===== src/hw/rtl/base64_stream_decoder_unit_defines.svh =====
// assertion macros for the base64 decoder rtl
`ifndef BASE64_STREAM_DECODER_UNIT_DEFINES_SVH
`define BASE64_STREAM_DECODER_UNIT_DEFINES_SVH

`ifndef ASSERT_OFF
`define B64_ASSERT_NEVER(label, clk, rst_n, cond) \
	label: assert property (@(posedge clk) disable iff (!rst_n) !(cond)) \
		else $error("assertion failed: forbidden condition");
`define B64_ASSERT_IMPLIES(label, clk, rst_n, ante, cons) \
	label: assert property (@(posedge clk) disable iff (!rst_n) (ante) |-> (cons)) \
		else $error("assertion failed: implication violated");
`else
`define B64_ASSERT_NEVER(label, clk, rst_n, cond)
`define B64_ASSERT_IMPLIES(label, clk, rst_n, ante, cons)
`endif

`endif


===== src/hw/rtl/b64sd_pkg.sv =====
// types, character classes and the alphabet lookup for the base64 decoder
package b64sd_pkg;

	typedef struct packed {
		logic       kind;
		logic [7:0] char_byte;
	} in_item_t;

	typedef struct packed {
		logic       is_status;
		logic [7:0] out_byte;
		logic       ok;
	} out_item_t;

	typedef enum logic [2:0] {
		CLS_DATA,
		CLS_BLANK,
		CLS_PAD,
		CLS_BAD,
		CLS_END
	} cls_t;

	typedef struct packed {
		cls_t       cls;
		logic [5:0] value;
	} q_item_t;

	localparam logic KIND_CHAR = 1'b0;
	localparam logic KIND_END  = 1'b1;

	function automatic q_item_t classify(input in_item_t item);
		q_item_t    r;
		logic [7:0] ch;
		logic [7:0] v;
		ch      = item.char_byte;
		v       = 8'h00;
		r.cls   = CLS_BAD;
		if (item.kind == KIND_END) begin
			r.cls = CLS_END;
		end else if (ch >= 8'h41 && ch <= 8'h5a) begin
			r.cls = CLS_DATA;
			v     = ch - 8'h41;
		end else if (ch >= 8'h61 && ch <= 8'h7a) begin
			r.cls = CLS_DATA;
			v     = ch - 8'h47;
		end else if (ch >= 8'h30 && ch <= 8'h39) begin
			r.cls = CLS_DATA;
			v     = ch + 8'h04;
		end else if (ch == 8'h2b) begin
			r.cls = CLS_DATA;
			v     = 8'd62;
		end else if (ch == 8'h2f) begin
			r.cls = CLS_DATA;
			v     = 8'd63;
		end else if (ch == 8'h20 || (ch >= 8'h09 && ch <= 8'h0d)) begin
			r.cls = CLS_BLANK;
		end else if (ch == 8'h3d) begin
			r.cls = CLS_PAD;
		end
		r.value = v[5:0];
		return r;
	endfunction

endpackage


===== src/hw/rtl/b64sd_front.sv =====
// front stage: accepts characters, classifies them and drops whitespace
module b64sd_front (
	input  logic                clk,
	input  logic                arst_n,
	input  logic                char_valid,
	output logic                char_stall,
	input  b64sd_pkg::in_item_t char_item,
	output logic                front_valid,
	input  logic                front_ready,
	output b64sd_pkg::q_item_t  front_item
);

	logic               valid_s1;
	b64sd_pkg::q_item_t item_s1;
	b64sd_pkg::q_item_t cls_item;
	logic               advance;
	logic               accept;

	assign advance    = !valid_s1 || front_ready;
	assign char_stall = !advance;
	assign accept     = char_valid && advance;
	assign cls_item   = b64sd_pkg::classify(char_item);

	always_ff @(posedge clk or negedge arst_n) begin
		if (!arst_n) begin
			valid_s1 <= 1'b0;
		end else if (advance) begin
			// whitespace never touches the decode state, so it stops here
			valid_s1 <= accept && (cls_item.cls != b64sd_pkg::CLS_BLANK);
		end
	end

	always_ff @(posedge clk) begin
		if (accept) begin
			item_s1 <= cls_item;
		end
	end

	assign front_valid = valid_s1;
	assign front_item  = item_s1;

endmodule


===== src/hw/rtl/b64sd_queue.sv =====
// short queue of classified characters between front and back
module b64sd_queue #(
	parameter int DEPTH = 4
) (
	input  logic               clk,
	input  logic               arst_n,
	input  logic               push_valid,
	output logic               push_ready,
	input  b64sd_pkg::q_item_t push_item,
	output logic               pop_valid,
	input  logic               pop_take,
	output b64sd_pkg::q_item_t pop_item
);

	localparam int PW = (DEPTH > 1) ? $clog2(DEPTH) : 1;
	localparam int CW = $clog2(DEPTH + 1);

	b64sd_pkg::q_item_t entries_q [DEPTH];
	logic [PW-1:0]      wr_q;
	logic [PW-1:0]      rd_q;
	logic [CW-1:0]      cnt_q;
	logic               push;
	logic               pop;

	assign push_ready = (cnt_q != CW'(DEPTH));
	assign pop_valid  = (cnt_q != '0);
	assign push       = push_valid && push_ready;
	assign pop        = pop_take && pop_valid;
	assign pop_item   = entries_q[rd_q];

	always_ff @(posedge clk or negedge arst_n) begin
		if (!arst_n) begin
			wr_q  <= '0;
			rd_q  <= '0;
			cnt_q <= '0;
		end else begin
			if (push) begin
				wr_q <= (wr_q == PW'(DEPTH - 1)) ? '0 : wr_q + 1'b1;
			end
			if (pop) begin
				rd_q <= (rd_q == PW'(DEPTH - 1)) ? '0 : rd_q + 1'b1;
			end
			cnt_q <= cnt_q + CW'(push) - CW'(pop);
		end
	end

	always_ff @(posedge clk) begin
		if (push) begin
			entries_q[wr_q] <= push_item;
		end
	end

endmodule


===== src/hw/rtl/b64sd_back.sv =====
// back stage: bit accumulator, padding/error tracking and result register
module b64sd_back (
	input  logic                clk,
	input  logic                arst_n,
	input  logic                q_valid,
	output logic                q_take,
	input  b64sd_pkg::q_item_t  q_item,
	output logic                res_valid,
	input  logic                res_stall,
	output b64sd_pkg::out_item_t res_item
);

	logic [11:0]          acc_q;
	logic [1:0]           pend_q;
	logic                 pad_q;
	logic                 err_q;
	logic                 res_valid_q;
	b64sd_pkg::out_item_t res_item_q;

	logic [11:0]          acc_nx;
	logic [1:0]           pend_nx;
	logic                 pad_nx;
	logic                 err_nx;
	logic                 emit;
	b64sd_pkg::out_item_t emit_item;
	logic [11:0]          acc_sh;
	logic                 take;

	// result register frees up when empty or when its transaction completes
	assign take   = q_valid && (!res_valid_q || !res_stall);
	assign q_take = take;
	assign acc_sh = {acc_q[5:0], q_item.value};

	always_comb begin
		acc_nx    = acc_q;
		pend_nx   = pend_q;
		pad_nx    = pad_q;
		err_nx    = err_q;
		emit      = 1'b0;
		emit_item = '0;
		if (q_item.cls == b64sd_pkg::CLS_END) begin
			emit            = 1'b1;
			emit_item.is_status = 1'b1;
			emit_item.ok    = !err_q;
			acc_nx          = '0;
			pend_nx         = '0;
			pad_nx          = 1'b0;
			err_nx          = 1'b0;
		end else if (!err_q) begin
			case (q_item.cls)
				b64sd_pkg::CLS_PAD: begin
					pad_nx = 1'b1;
				end
				b64sd_pkg::CLS_BAD: begin
					err_nx = 1'b1;
				end
				b64sd_pkg::CLS_DATA: begin
					if (pad_q) begin
						err_nx = 1'b1;
					end else begin
						acc_nx = acc_sh;
						// pending count in 2-bit units; 6 new bits complete a byte unless empty
						case (pend_q)
							2'd1: begin
								emit               = 1'b1;
								emit_item.out_byte = acc_sh[7:0];
								pend_nx            = 2'd0;
							end
							2'd2: begin
								emit               = 1'b1;
								emit_item.out_byte = acc_sh[9:2];
								pend_nx            = 2'd1;
							end
							2'd3: begin
								emit               = 1'b1;
								emit_item.out_byte = acc_sh[11:4];
								pend_nx            = 2'd2;
							end
							default: begin
								pend_nx = 2'd3;
							end
						endcase
					end
				end
				default: begin
				end
			endcase
		end
	end

	always_ff @(posedge clk or negedge arst_n) begin
		if (!arst_n) begin
			acc_q       <= '0;
			pend_q      <= '0;
			pad_q       <= 1'b0;
			err_q       <= 1'b0;
			res_valid_q <= 1'b0;
		end else begin
			if (take) begin
				acc_q       <= acc_nx;
				pend_q      <= pend_nx;
				pad_q       <= pad_nx;
				err_q       <= err_nx;
				res_valid_q <= emit;
			end else if (!res_stall) begin
				res_valid_q <= 1'b0;
			end
		end
	end

	always_ff @(posedge clk) begin
		if (take && emit) begin
			res_item_q <= emit_item;
		end
	end

	assign res_valid = res_valid_q;
	assign res_item  = res_item_q;

endmodule


===== src/hw/rtl/base64_stream_decoder_unit.sv =====
// top level of the streaming base64 decoder
//
//  channel | direction | handshake         | payload
//  char    | in        | char_valid/stall  | b64sd_pkg::in_item_t  (kind, char_byte)
//  res     | out       | res_valid/stall   | b64sd_pkg::out_item_t (is_status, out_byte, ok)
//
// one character or end-of-text marker per cycle while char_stall is low, set by the
// accumulator update in the back stage
// from accept to result an item passes the front register, the queue and the result register
// whitespace is dropped in the front and takes no queue slot
// arst_n clears all decode state, the queue and both valid flags
// a stalled result backs up into the queue; the char channel stalls once it is full
`include "base64_stream_decoder_unit_defines.svh"

module base64_stream_decoder_unit #(
	parameter int QUEUE_DEPTH = 4
) (
	input  logic                 clk,
	input  logic                 arst_n,
	input  logic                 char_valid,
	output logic                 char_stall,
	input  b64sd_pkg::in_item_t  char_item,
	output logic                 res_valid,
	input  logic                 res_stall,
	output b64sd_pkg::out_item_t res_item
);

	logic               front_valid;
	logic               front_ready;
	b64sd_pkg::q_item_t front_item;
	logic               q_valid;
	logic               q_take;
	b64sd_pkg::q_item_t q_item;

	b64sd_front u_front (
		.clk         (clk),
		.arst_n      (arst_n),
		.char_valid  (char_valid),
		.char_stall  (char_stall),
		.char_item   (char_item),
		.front_valid (front_valid),
		.front_ready (front_ready),
		.front_item  (front_item)
	);

	b64sd_queue #(
		.DEPTH (QUEUE_DEPTH)
	) u_queue (
		.clk        (clk),
		.arst_n     (arst_n),
		.push_valid (front_valid),
		.push_ready (front_ready),
		.push_item  (front_item),
		.pop_valid  (q_valid),
		.pop_take   (q_take),
		.pop_item   (q_item)
	);

	b64sd_back u_back (
		.clk       (clk),
		.arst_n    (arst_n),
		.q_valid   (q_valid),
		.q_take    (q_take),
		.q_item    (q_item),
		.res_valid (res_valid),
		.res_stall (res_stall),
		.res_item  (res_item)
	);

	`B64_ASSERT_IMPLIES(a_status_byte_zero, clk, arst_n, res_valid && res_item.is_status, res_item.out_byte == 8'h00)
	`B64_ASSERT_IMPLIES(a_data_ok_zero, clk, arst_n, res_valid && !res_item.is_status, !res_item.ok)
	`B64_ASSERT_IMPLIES(a_stall_needs_held_item, clk, arst_n, char_stall, front_valid && !front_ready)
	`B64_ASSERT_NEVER(a_take_empty_queue, clk, arst_n, q_take && !q_valid)

endmodule

===== config.mk =====
export PLATFORM = sky130hd
export DESIGN_NAME = base64_stream_decoder_unit
export DESIGN_NICKNAME = d
export VERILOG_FILES = /design/src/hw/rtl/b64sd_pkg.sv /design/src/hw/rtl/b64sd_front.sv /design/src/hw/rtl/b64sd_queue.sv /design/src/hw/rtl/b64sd_back.sv /design/src/hw/rtl/base64_stream_decoder_unit.sv
export VERILOG_INCLUDE_DIRS = /design/src /design/src/hw/rtl
export SDC_FILE = /design/constraint.sdc
export NUM_CORES = 1
export LEC_CHECK = 0
export ABC_AREA = 1
export BUFFER_PORTS_ARGS = -buffer_cell sky130_fd_sc_hd__buf_4
export CAP_MARGIN = 25
export CORE_MARGIN = 10
export CORE_UTILIZATION = 40
export CTS_BUF_LIST = sky130_fd_sc_hd__clkbuf_16
export DETAILED_ROUTE_END_ITERATION = 8
export PLACE_DENSITY = 0.55
export SLEW_MARGIN = 20
export SYNTH_ARGS = -nofsm -noshare
export SYNTH_HDL_FRONTEND = slang
export SYNTH_SLANG_ARGS = --single-unit
export TNS_END_PERCENT = 10

===== constraint.sdc =====
create_clock -name clk -period 2.11 [get_ports clk]
set_input_delay 0.422 -clock clk [delete_from_list [all_inputs] [get_ports clk]]
set_output_delay 0.422 -clock clk [all_outputs]
set_load 0.03 [all_outputs]

* Yosys cells after proc, flatten, opt, wreduce, memory -nomap -nowiden
Memory sizes are Yosys's and may differ from the RTL's.
Index checks and enable logic that the tools add are counted.
** Word-level totals
- Flip-flop bits (word level) :: 38
- RAM bits :: 36
- Logic and storage cells :: 116
- Memories :: 1
** Operators by class
- Add/sub/neg operators :: 7
- $lt $le $gt $ge :: 8
- Equal/unequal tests :: 17
- Multiplexer cells :: 42
- Bitwise logic cells :: 1
- Reduce and logical (&&, ||, !) cells :: 26
** Memory list
- u_queue.entries_q :: words 4, bits a word 9, read ports 1, clocked after memory_dff 0, wr ports 1, RTL line b64sd_queue.sv:18 : b64sd_pkg::q_item_t entries_q [DEPTH];
** Operators with widths (number)
- 6-bit two-way mux :: 9
- 8-bit by 6-bit == test with 1-bit output (second input constant) :: 4
- 8-bit one-hot mux with 3 select lines :: 1
- 3-bit two-way mux :: 7
- 1-bit two-way mux :: 17
- 8-bit by 7-bit greater-or-equal comparator with 1-bit output (second input constant) :: 2
- 8-bit by 7-bit less-or-equal comparator with 1-bit output (second input constant) :: 2
- 2-bit two-way mux :: 6
- 1-bit logical AND :: 10
- 2-bit == test (second input constant) :: 4
- 8-bit by 4-bit greater-or-equal comparator with 1-bit output (second input constant) :: 1
- 8-bit by 6-bit greater-or-equal comparator with 1-bit output (second input constant) :: 1
- 8-bit by 4-bit less-or-equal comparator with 1-bit output (second input constant) :: 1
- 8-bit by 6-bit less-or-equal comparator with 1-bit output (second input constant) :: 1
- 6-bit by 3-bit adder with 6-bit output (second input constant) :: 1
- 3-bit by 2-bit == test with 1-bit output (second input constant) :: 2
- 2-bit one-hot mux with 3 select lines :: 1
- 6-bit by 1-bit subtractor with 6-bit output (second input constant) :: 1
- 6-bit by 3-bit subtractor with 6-bit output (second input constant) :: 1
- 1-bit logical NOT :: 5
- 2-bit by 1-bit adder with 2-bit output (second input constant) :: 2
- 2-bit != test (second input constant) :: 2
- 4-bit AND reduction :: 1
- 2-bit nonzero test :: 2
- 15 further kinds :: 17

* Depth between registers and ports, before layout
- Depth after elaboration :: 12
- Mapped depth :: 14
- Gate-level depth less buffers :: 14

* Modules after synthesis
Synthesis repeated with hierarchy kept, for this count alone.
** Unflattened totals
- Cells, all modules :: 450
- Area total of the unflattened synthesis :: 4277.9 um^2
** By module, submodules not included
- b64sd_queue :: instances 1, cells an instance 162, area each 1979.4 um^2, sequential area each 1256.2 um^2
- b64sd_front :: instances 1, cells an instance 157, area each 1154.9 um^2, sequential area each 295.3 um^2
- b64sd_back :: instances 1, cells an instance 131, area each 1143.6 um^2, sequential area each 575.6 um^2

* Worst setup path after synthesis
No wires, ideal clock.
- Kind :: register to register
- Start point :: register u_back.res_valid_q (netlist: u_back.res_valid)
- End point :: register u_queue.cnt_q[2]
- Setup time :: 0.129 ns
- Arrival time :: 2.197 ns
- Slack :: -0.216 ns
- Stages on the path, launching flop included :: 10
- Buffers on the path :: 1
- Cells stage by stage :: dfrtp_1 > a21oi_2 > buf_2 > ha_1 > inv_1 > ha_1 > inv_1 > fa_1 > xnor2_1 > xor2_1
** On the way
- Cells in the longest elaborated chain, start to end :: 5
** RTL lines
- start: declaration :: RTL line b64sd_back.sv:17 : logic res_valid_q;
- start signal: assignment :: RTL line b64sd_back.sv:104 : res_valid_q <= emit;
- 1-bit logical NOT :: RTL line b64sd_back.sv:30 : assign take = q_valid && (!res_valid_q || !res_stall);
- 1-bit logical OR :: RTL line b64sd_back.sv:30
- 1-bit logical AND :: RTL line b64sd_back.sv:30
- via q_take :: RTL line base64_stream_decoder_unit.sv:32 : logic q_take;
- 1-bit logical AND :: RTL line b64sd_queue.sv:28 : assign pop = pop_take && pop_valid;
- 3-bit by 1-bit subtractor with 3-bit output :: RTL line b64sd_queue.sv:43 : cnt_q <= cnt_q + CW'(push) - CW'(pop);
- end signal: assignment :: RTL line b64sd_queue.sv:43
- end: declaration :: RTL line b64sd_queue.sv:21 : logic [CW-1:0] cnt_q;
The timed path passes the listed nets, and every way through them passes these cells.
A chain may end at the register's enable or synchronous reset.

* Worst setup path in the final report
- Start point :: register u_queue.cnt_q[1]
- End point :: register u_queue.cnt_q[2]
** On the way
- Cells in the longest elaborated chain, start to end :: 4
- Elaborated cells on any way between the ends :: 7
** RTL lines (RTL line)
- 3-bit != test / 3-bit nonzero test (equally long branches) :: b64sd_queue.sv:25, b64sd_queue.sv:26
- 1-bit logical AND (on tied branches) :: b64sd_queue.sv:27, b64sd_back.sv:30
- 3-bit by 1-bit adder with 3-bit output / 1-bit logical AND (equally long branches) :: b64sd_queue.sv:43, b64sd_queue.sv:28
- 3-bit by 1-bit subtractor with 3-bit output * :: b64sd_queue.sv:43
Mark *: on every way between the ends. The rest lies on a longest branch, timed or not.

==> impl_results.html <==
<table>
<tr><th>Metric</th><th>Value</th></tr>
<tr><th colspan="2">Outcome</th></tr>
<tr><td>Outcome</td><td>finished, final reports clean</td></tr>
<tr><th colspan="2">Yosys</th></tr>
<tr><td>Portion of the post-synthesis area used by sequential elements</td><td>around 53%</td></tr>
<tr><td>Biggest area consumer among synthesized cells</td><td>sky130_fd_sc_hd__edfxtp_1</td></tr>
<tr><td>Total of flip-flops plus latches after synthesis</td><td>between 70 and 80</td></tr>
<tr><td>Post-Synthesis Cells</td><td>about 450</td></tr>
<tr><td>Count of flip-flops with a built-in enable after synthesis</td><td>between 50 and 60</td></tr>
<tr><td>Yosys synthesis warning count</td><td>0</td></tr>
<tr><td>Proportion of register bits with asynchronous set or reset after synthesis</td><td>between 20% and 30%</td></tr>
<tr><td>Syn_nets</td><td>between 400 and 500</td></tr>
<tr><td>Combined area of all synthesized cells</td><td>between 0.004 and 0.005 mm2</td></tr>
<tr><td>Largest cells by area after synthesis</td><td>sky130_fd_sc_hd__edfxtp_1 41%, sky130_fd_sc_hd__nand2_1 13%, sky130_fd_sc_hd__dfrtp_1 12%</td></tr>
<tr><td>Share of the synthesized area in the top cell type</td><td>between 40% and 50%</td></tr>
<tr><td>Commonest cells in the netlist</td><td>136 x sky130_fd_sc_hd__nand2_1, 57 x sky130_fd_sc_hd__inv_1, 55 x sky130_fd_sc_hd__edfxtp_1</td></tr>
<tr><td>Post-synthesis average cell area</td><td>9.03 um2</td></tr>
<tr><td>Most used flip-flop cell after synthesis</td><td>sky130_fd_sc_hd__edfxtp_1</td></tr>
<tr><td>Most repeated cell in the gate-level netlist after synthesis</td><td>sky130_fd_sc_hd__nand2_1</td></tr>
<tr><td>Netlist cell types</td><td>31</td></tr>
<tr><th colspan="2">STA</th></tr>
<tr><td>Post-Route Skew</td><td>around 0.0073 ns</td></tr>
<tr><td>Final Setup Violations</td><td>0</td></tr>
<tr><td>Transition at the pin with the smallest max-transition slack</td><td>roughly 0.45 ns</td></tr>
<tr><td>Time the final worst path needs with I/O delays and setup</td><td>around 2.0 ns</td></tr>
<tr><td>Count of endpoints failing hold in the final timing report</td><td>0</td></tr>
<tr><td>Max Fclk</td><td>~500 MHz</td></tr>
<tr><td>Total negative setup slack</td><td>0 ns</td></tr>
<tr><td>RSZ-0062 raised after global routing</td><td>true</td></tr>
<tr><td>Final max-slew violation count</td><td>0</td></tr>
<tr><td>Post-route fraction of the period consumed by the critical path</td><td>roughly 95%</td></tr>
<tr><td>Relative slew slack</td><td>roughly 70%</td></tr>
<tr><th colspan="2">Placed design</th></tr>
<tr><td>Final weighted congestion in routability-driven placement</td><td>around 0.83</td></tr>
<tr><td>Detailed placer's ending HPWL</td><td>6240 um</td></tr>
<tr><td>I/O Buffers</td><td>24</td></tr>
<tr><td>Area post-placement</td><td>0.00447 mm2</td></tr>
<tr><th colspan="2">Clock network</th></tr>
<tr><td>Root buffer cell</td><td>sky130_fd_sc_hd__clkbuf_16</td></tr>
<tr><td>Total number of clock tree sinks</td><td>74</td></tr>
<tr><td>CTS H-tree lvls</td><td>3</td></tr>
<tr><td>Number of CTS-inserted buffers</td><td>9</td></tr>
<tr><td>Post-CTS clock slew at the launch and capture registers of the worst setup and hold paths</td><td>~0.060 ns</td></tr>
<tr><td>Clock tree from TritonCTS</td><td>yes</td></tr>
<tr><td>Maximum clock insertion buffer count</td><td>2</td></tr>
<tr><td>Setup Fix Bufs, Post-CTS</td><td>0</td></tr>
<tr><td>Clock Latency Late Sink</td><td>0.33 ns</td></tr>
<tr><th colspan="2">Power and ir drop</th></tr>
<tr><td>Total Power Consumption</td><td>around 6.5 mW</td></tr>
<tr><td>Switching power summed over all nets</td><td>2.55 mW</td></tr>
<tr><td>Switching share of power</td><td>between 30% and 40%</td></tr>
<tr><td>Internal power contribution</td><td>3.99 mW</td></tr>
<tr><td>Maximum resistive drop on vdd</td><td>0.454 mV</td></tr>
<tr><td>Part of the power in combinational logic</td><td>41.1%</td></tr>
<tr><td>Power density cells</td><td>~1400 mW/mm2</td></tr>
<tr><td>Static power due to leakage</td><td>about 2.2 nW</td></tr>
<tr><td>Clock share of power</td><td>around a quarter</td></tr>
<tr><td>Part of the total power dissipated in sequential elements</td><td>a little over a third</td></tr>
<tr><th colspan="2">Global routing</th></tr>
<tr><td>Global-route usage over all layers</td><td>a little under an eighth</td></tr>
<tr><td>Maximum number of pins on one net before global-route repair</td><td>20</td></tr>
<tr><td>Initial antenna violation count</td><td>0</td></tr>
<tr><td>First-pass GRT wire length</td><td>roughly 14000 um</td></tr>
<tr><td>Grt ovf</td><td>0</td></tr>
<tr><td>Via count of the first global-routing pass</td><td>between 2000 and 3000</td></tr>
<tr><th colspan="2">Layout</th></tr>
<tr><td>Antenna cell count</td><td>0</td></tr>
<tr><td>Post-route standard cell area excluding fillers</td><td>approximately 0.0048 mm2</td></tr>
<tr><td>Number of nets in the finished design</td><td>~530</td></tr>
<tr><td>Share of post-route cells with drive strength above 1</td><td>between 10% and 20%</td></tr>
<tr><td>Fillers</td><td>~950</td></tr>
<tr><td>Area growth from synthesis to final layout</td><td>18.8%</td></tr>
<tr><th colspan="2">Floorplanning</th></tr>
<tr><td>Effective utilization at floorplan</td><td>41.1%</td></tr>
<tr><td>Total die area</td><td>approximately 0.015 mm2</td></tr>
<tr><td>Ports placed on the boundary</td><td>25</td></tr>
<tr><td>Die X-Extent</td><td>between 100 and 150 um</td></tr>
<tr><td>Placement Rows</td><td>36</td></tr>
<tr><td>Core Region</td><td>slightly below 0.01 mm2</td></tr>
<tr><td>Die height</td><td>120 um</td></tr>
<tr><th colspan="2">Detailed routing</th></tr>
<tr><td>Top layer in use</td><td>met4</td></tr>
<tr><td>Average wire per cell in the routed design</td><td>roughly 13 um</td></tr>
<tr><td>Met1 Wirelength</td><td>3580 um</td></tr>
<tr><td>Met3 wire length</td><td>283 um</td></tr>
<tr><td>Via density per instance</td><td>~4.7</td></tr>
<tr><td>Detailed router's first-iteration violation count</td><td>104</td></tr>
<tr><td>Total via count in the routed design</td><td>2951</td></tr>
<tr><td>Wire length after detailed routing</td><td>just over 8000 um</td></tr>
<tr><td>Initial DRT Pass Iterations</td><td>4</td></tr>
<tr><td>Wire length on met2</td><td>just over 4000 um</td></tr>
<tr><td>Remaining design rule violation count</td><td>0</td></tr>
<tr><td>Number of nets still failing antenna checks after routing</td><td>0</td></tr>
<tr><th colspan="2">Worst setup path</th></tr>
<tr><td>Register-to-Register Setup Slack</td><td>slightly above 0.1 ns</td></tr>
<tr><td>Number of buffer and inverter instances along the worst setup path</td><td>2</td></tr>
<tr><td>Critical Path, Cell by Cell</td><td>nor3_2 &gt; a21oi_4 &gt; ha_1 &gt; inv_1 &gt; ha_1 &gt; inv_1 &gt; fa_2 &gt; xnor2_1 &gt; xor2_1</td></tr>
<tr><td>Cell with the biggest individual delay on the critical path</td><td>sky130_fd_sc_hd__dfrtp_1</td></tr>
<tr><td>Critical setup path kind</td><td>reg2reg</td></tr>
<tr><td>Critical Path Max Stage Delay</td><td>about 0.43 ns</td></tr>
<tr><td>Cell family contributing the most delay on the critical path</td><td>adder cells</td></tr>
<tr><td>Element type at the critical path start</td><td>register</td></tr>
<tr><td>Maximum fanout count along the critical path</td><td>3</td></tr>
<tr><td>Required arrival time at the worst endpoint</td><td>2.36 ns</td></tr>
<tr><td>Critical Path AT</td><td>2.26 ns</td></tr>
<tr><td>Crit path capture type</td><td>register</td></tr>
<tr><th colspan="2">Min path</th></tr>
<tr><td>HP Class</td><td>in2reg</td></tr>
<tr><th colspan="2">Flow run</th></tr>
<tr><td>Max Cap Violations</td><td>0</td></tr>
</table>
-- cells by family after synthesis --
logic type / synth area share (%)
DFF: 52.7
adders and majority gates: 6.70
AOI/OAI and AO/OA: 5.71
and+or+nand+nor: 25.1
xor gates and xnor gates: 2.17
buffers and inverters: 7.57
-- final cells by class --
type / instances / area, um2 / share of cell area [%]
sequential: 74 / 2130 / 44.4
multi-input combinational: 301 / 1620 / 33.8
timing repair buffer: 46 / 348 / 7.26
clock buffer: 9 / 225 / 4.70
inverter: 59 / 221 / 4.62
tap: 133 / 166 / 3.47
clock inverter: 7 / 82.6 / 1.72
-- metrics by stage --
step / instances / setup slack, ns / hold WS, ns / utilization (%)
2_1_floorplan: 447 / 0.0301 / 0.126 / -
6_report: 629 / 0.101 / 0.289 / 48.8
4_1_cts: 629 / 0.0641 / 0.277 / 48.8
3_5_place_dp: 612 / 0.0464 / 0.326 / 45.5
3_3_place_gp: 612 / 0.0237 / 0.318 / 45.5
5_1_grt: 629 / -0.0390 / 0.287 / 48.8
-- power groups by stage --
stage / Sequential [mW] / Combinational, mW / Clock (mW)
floorplan: 2.42 / 1.77 / 0
global placement: 2.31 / 2.67 / 0
detailed placement: 2.32 / 2.71 / 0
CTS: 2.29 / 2.73 / 1.61
global route: 2.33 / 3.08 / 1.67
finish: 2.29 / 2.69 / 1.56
-- flip-flops by register name, indices dropped and copies added (netlist names) --
name / flops
u_queue.entries_q: 36
u_back.res_item: 10
u_front.front_item: 9
u_back.acc_q: 6
u_queue.cnt_q: 3
u_back.pend_q: 2
u_queue.rd_q: 2
u_queue.wr_q: 2
u_back.err_q: 1
u_back.pad_q: 1
u_back.res_valid: 1
u_front.front_valid: 1
-- layout by cell type, fill, tap and decap left out, drive strengths merged --
cell type    instances
a21oi                6
a31oi                8
buf                 45
bufinv               1
clkbuf               9
clkinvlp             2
dfrtp               19
dlygate4sd3          1
edfxtp              55
fa                   1
ha                  20
inv                 63
nand2              144
nand3               24
nand3b               4
nand4               15
nor2                38
nor3                 5
o21a                 2
o21ai               19
o22ai                4
or2                  1
xnor2                1
xor2                 9
-- layer usage --
metal	global-route usage [%]	vias up
li1	-	1553
met1	13.3	1350
met2	21.0	39
met3	2.98	9
met4	4.90	0
met5	0	-
-- worst reg2reg max path, cell delays in order, from the launching register on --
cell	delay (ns)
sky130_fd_sc_hd__dfrtp_1	0.43
sky130_fd_sc_hd__nor3_2	0.24
sky130_fd_sc_hd__a21oi_4	0.06
sky130_fd_sc_hd__ha_1	0.29
sky130_fd_sc_hd__inv_1	0.06
sky130_fd_sc_hd__ha_1	0.13
sky130_fd_sc_hd__inv_1	0.05
sky130_fd_sc_hd__fa_2	0.33
sky130_fd_sc_hd__xnor2_1	0.18
sky130_fd_sc_hd__xor2_1	0.18
-- final timing paths --
check	start	endpoint	cells after the start
setup / recovery	u_queue.cnt_q[1]	u_queue.cnt_q[2]	9
hold / removal	char_valid	u_front.front_valid	3
setup reg to reg	u_queue.cnt_q[1]	u_queue.cnt_q[2]	9
hold reg to reg	u_back.acc_q[5]	u_back.acc_q[5]	2
max in group asynchronous	arst_n	u_back.res_valid	2
min in group asynchronous	arst_n	u_back.acc_q[1]	2
-- what timing repair did --
| item | 4_1_cts | 5_1_grt |
|---|---|---|
| endpoints found under the setup margin | 0 | 11 |
| gates resized for setup | 0 | 1 |
| hold buffers | 1 | 0 |
| hold endpoints to repair | 19 | 0 |
(Power assumes the default switching activity.)
